[config.mk]
export PLATFORM = sky130hd
export DESIGN_NAME = gsc_div
export DESIGN_NICKNAME = d
export VERILOG_FILES = /design/src/rtl/gsc_pkg.sv /design/src/rtl/gsc_div.sv
export SDC_FILE = /design/constraint.sdc
export NUM_CORES = 2
export LEC_CHECK = 0
export ABC_AREA = 0
export BUFFER_PORTS_ARGS = -buffer_cell sky130_fd_sc_hd__buf_2
export CORE_ASPECT_RATIO = 0.6
export CORE_MARGIN = 2
export CORE_UTILIZATION = 55
export DETAILED_ROUTE_END_ITERATION = 8
export GPL_ROUTABILITY_DRIVEN = 0
export MAX_ROUTING_LAYER = met4
export PLACE_DENSITY_LB_ADDON = 0.1
export SYNTH_ARGS = -nofsm -noshare
export SYNTH_HDL_FRONTEND = slang
export SYNTH_SLANG_ARGS = --single-unit
[constraint.sdc]
create_clock -name aclk -period 92.9 [get_ports aclk]
set_clock_uncertainty 0.15 [all_clocks]
set_input_delay 13.935 -clock aclk [delete_from_list [all_inputs] [get_ports aclk]]
set_output_delay 13.935 -clock aclk [all_outputs]
set_load 0.005 [all_outputs]
[src/rtl/gsc_pkg.sv]
// Shared types and constants of the gamepad stick conditioner.
package gsc_pkg;

    localparam int SQRT_STAGES = 17;
    localparam int DIV_STAGES  = 16;
    localparam int POW_STAGES  = 4;

    localparam logic [16:0] Q16_ONE       = 17'h10000;
    localparam logic [15:0] HALF_ROOT2    = 16'd23170;
    localparam logic [16:0] HALF_ROOT2_DV = 17'd23170;

    typedef enum logic [2:0] {
        REG_ENABLE        = 3'd0,
        REG_DEAD_ZONE     = 3'd1,
        REG_LOOK_EXPONENT = 3'd2,
        REG_SWAP_STICKS   = 3'd3,
        REG_INVERT_PITCH  = 3'd4,
        REG_YAW_GAIN      = 3'd5,
        REG_PITCH_GAIN    = 3'd6
    } reg_idx_t;

    typedef struct packed {
        logic               vld;
        logic               en;
        logic signed [15:0] mx;
        logic signed [15:0] my;
        logic signed [15:0] lx;
        logic signed [15:0] ly;
        logic [16:0]        mm;
        logic [16:0]        ml;
        logic               zm;
        logic               zl;
        logic               sm;
        logic               sl;
        logic signed [25:0] yaw;
        logic signed [25:0] pitch;
    } side_t;

endpackage

[src/rtl/gsc_div.sv]
// Pipelined restoring divider, one quotient bit per stage, 16-bit quotient.
module gsc_div (
    input  logic          aclk,
    input  logic          aresetn,
    input  logic          ce,
    input  logic [31:0]   dividend_i,
    input  logic [16:0]   divisor_i,
    input  gsc_pkg::side_t side_i,
    output logic [15:0]   quot_o,
    output gsc_pkg::side_t side_o
);
    import gsc_pkg::*;

    logic [16:0] rem_reg [DIV_STAGES];
    logic [15:0] low_reg [DIV_STAGES];
    logic [15:0] quo_reg [DIV_STAGES];
    logic [16:0] dvs_reg [DIV_STAGES];
    side_t       side_reg [DIV_STAGES];

    for (genvar i = 0; i < DIV_STAGES; i++) begin : g_stage
        logic [16:0] rem_cur;
        logic [15:0] low_cur;
        logic [15:0] quo_cur;
        logic [16:0] dvs_cur;
        side_t       side_cur;
        logic [17:0] t;
        logic        take;

        if (i == 0) begin : g_first
            assign rem_cur  = {1'b0, dividend_i[31:16]};
            assign low_cur  = dividend_i[15:0];
            assign quo_cur  = '0;
            assign dvs_cur  = divisor_i;
            assign side_cur = side_i;
        end else begin : g_next
            assign rem_cur  = rem_reg[i-1];
            assign low_cur  = low_reg[i-1];
            assign quo_cur  = quo_reg[i-1];
            assign dvs_cur  = dvs_reg[i-1];
            assign side_cur = side_reg[i-1];
        end

        assign t    = {rem_cur, low_cur[15]};
        assign take = (t >= {1'b0, dvs_cur});

        always_ff @(posedge aclk) begin
            if (!aresetn) begin
                side_reg[i].vld <= 1'b0;
            end else if (ce) begin
                side_reg[i] <= side_cur;
                dvs_reg[i]  <= dvs_cur;
                low_reg[i]  <= {low_cur[14:0], 1'b0};
                quo_reg[i]  <= {quo_cur[14:0], take};
                rem_reg[i]  <= take ? 17'(t - {1'b0, dvs_cur}) : t[16:0];
            end
        end
    end

    assign quot_o = quo_reg[DIV_STAGES-1];
    assign side_o = side_reg[DIV_STAGES-1];

endmodule

==> reports/qor.yml <==
power:
  leakage_nw: 45.1
  power_density_nw_per_um2: 23.8
  peakVddDrop_uv: 18.2
timing:
  slew_headroom_pct: 18.7
  period_minus_slack_ns: 20.76
  final_max_slew_viol_count: 0
  finalSetupViolations: 0
  finalSetupTns_ns: 0
  whs_ns: 0.236
  max_freq_mhz: 48.2
  rsz0062_at_grt: "no"
  worst_pin_slew_ns: 1.21
  hold_violations: 0
  finalCritPeriodShare_pct: 22.3
  setup_ws_ns: 72.14
place:
  place_ws_ns: 71.16
  dp_hpwl_microns: 97300
  io_buffers: 379
min_path:
  min_from: "side_reg[7][54]$_DFFE_PP_"
  hold_depth: 0
  hold_path_end: "side_reg[8][54]$_DFFE_PP_"
  min_path_type: "register to register"
detailed_routing:
  drtIter0Drc: 3975
  routed_wirelength_microns: 158000
  post_drt_via_cell_ratio: 5.15
  drt.antenna.violating_nets: 0
  first_pass_iters: 8
  drcViolationCount: 0
  vias: 47500
  routedWlPerCell_microns: 17.1
worst_setup_path:
  cp-start-kind: "input port"
  rrSetupSlack_ns: 88.08
  required_ns: 93.20
  crit_type: "input port to register"
  reg2reg_from: "low_reg[1][74]$_DFFE_PP_"
  r2r_cells: 12
  critPathMaxFanout: 90
  cp-end-kind: "register"
  critPathArrivalTime_ns: 21.05
  r2r_end: "rem_reg[1][98]$_DFFE_PP_"
  worstSetupStartpoint: "ce"
clock_tree:
  postCtsSetupBuffers: 0
  cts.path.max_buffers: 4
  clk_pin_slew_worst_paths_ns: 0.06
  cts_root_buf: "clkbuf_16"
  ctsResizeCount: 0
  h-tree-depth: 5
  cts_tree: "yes"
  holdBufCountCts: 0
  worstSkewPairLatency_ns: 0.82
  clkSinkCount: 3262
  numCtsBuffers: 292
synthesis:
  synth_edf_count: 3261
  ys_ff_latch: 3262
  ys_types: 80
  syn_nets: 6062
  syn_inst: 5567
  yosysWarnings: 0
  async_flop_share_pct: 0
  netlist_area_sq_um: 114000
  ys_seq_area_share_pct: 86.0
  syn_area_per_cell_sq_um: 20.5
  synth_ff_type: "edfxtp_1"
global_routing:
  track_usage_pct: 15.3
  grt_overflow_total: 0
  grt_pass1_vias: 45400
  grt_max_degree: 209
  busiest_layer: "met1"
  grt_util_met3_pct: 2.70
  antenna_found_initial: 6
  use_met1_pct: 24.1
  grtUsageMet2_pct: 20.6
  grt_pass1_wl_microns: 249000
floorplan:
  die-width_microns: 591
  die_h_microns: 356
  die-area_sq_um: 211000
  io_pins: 380
  start_util_pct: 55.3
  rows: 129
  core_sq_um: 206000
cells_and_area:
  fin_nets: 6744
  fillers: 14300
  multi_input_area_sq_um: 14500
  synthToLayoutAreaGrowth_pct: 13.1
  layout-drive-gt1-share_pct: 15.5
  fin_util_pct: 62.5
  largest_reg_flops: 2496
  seq_area_sq_um: 97900
status:
  status: "finished clean"
flow_run:
  maxCapViolCount: 0
[cell type report]
class | instances | share of cell area, %
diodes | 1 | 0.00194
repair buffers | 427 | 1.79
multi-input cells | 1914 | 11.2
clock inverters | 143 | 1.09
well taps | 2751 | 2.67
clock buffers | 368 | 6.08
flip-flops and latches | 3262 | 76.1
inverters | 352 | 1.03
[critical path, stage by stage]
cell and delay [ns]:
buf_2 0.22, and2_4 0.73, buf_4 0.79, buf_4 0.78, buf_4 0.82, buf_4 0.71
buf_4 0.89, buf_4 0.91, buf_4 0.94
[Yosys cell counts, drive strengths merged (38+ instances only)]
library cell / count / area (sq um)
edfxtp: 3261 / 97900
inv: 352 / 1320
ha: 272 / 3400
a21oi: 190 / 955
nand2: 182 / 683
o21ai: 171 / 856
mux2: 149 / 1710
nor2: 139 / 522
xnor2: 120 / 1050
xor2: 80 / 701
a21o: 77 / 578
nor3: 52 / 260
nand3: 45 / 225
and3: 38 / 238
[metrics by stage]
step                area (sq um)  power, mW  instances
finish                    129000       3.07       9218
global placement          119000       1.93       8706
floorplan                 114000       2.10       5567
global route              129000       3.20       9218
detailed placement        119000       1.94       8706
CTS                       129000       3.11       9217
[per-layer routing]
metal	vias to the layer above	share of wire [%]	wire (microns)
met3	306	4.9	7760
met2	1123	42	66500
li1	23000	-	-
met5	-	0	0
met1	23100	50	79700
met4	0	2.5	3920
[layout by cell type (no fill, tap or decap), types with 9 or more instances in the layout]
cell and n:
bufinv_16 26, buf_4 44, buf_2 379, a31oi_1 23, o211ai_1 15, nand4_1 32
nand2_1 182, clkinv_2 43, clkinv_1 54, ha_1 272, a21oi_1 189, nor2b_1 28
nand2b_1 23, inv_1 352, o31ai_1 21, a211oi_1 24, xor2_1 80, o21a_1 23
mux2_2 141, fa_1 15, clkbuf_16 303, nor3_1 52, clkbuf_1 65, edfxtp_1 3261
o41ai_1 9, nor2_1 138, or3_1 13, mux2i_1 13, o21bai_1 28, xnor2_1 120
o21ai_0 167, a21boi_0 10, or2_2 10, a21o_1 77, nand3_1 45, and3_1 38
[how the worst max path moves through the flow]
stage / end / slack, ns
final: side_reg[0][151]$_DFFE_PP_ / 72.14
after floorplan: dvs_reg[0][0]$_DFFE_PP_ / 1.50
after CTS: side_reg[1][91]$_DFFE_PP_ / 72.08
after global placement: side_reg[0][150]$_DFFE_PP_ / 71.37
after global routing: side_reg[2][143]$_DFFE_PP_ / 71.49
after detailed placement: side_reg[0][135]$_DFFE_PP_ / 71.16
[kinds of logic after synthesis]
| logic type | after synthesis | share of synthesized area (%) |
|---|---|---|
| flops | 3262 | 86.0 |
| compound gates | 667 | 3.74 |
| mux | 162 | 1.61 |
| xor+xnor | 200 | 1.54 |
| fa+ha+maj | 287 | 3.25 |
| simple gates | 598 | 2.51 |
| buf+inv | 391 | 1.32 |
[report_power, final]
part | leakage (nW) | internal [mW] | switching [mW]
Sequential | 30.6 | 1.70 | 0.0222
Clock | 4.51 | 0.670 | 0.491
Combinational | 9.90 | 0.0749 | 0.112
Total | 45.1 | 2.44 | 0.625
(Power assumes the default switching activity.)
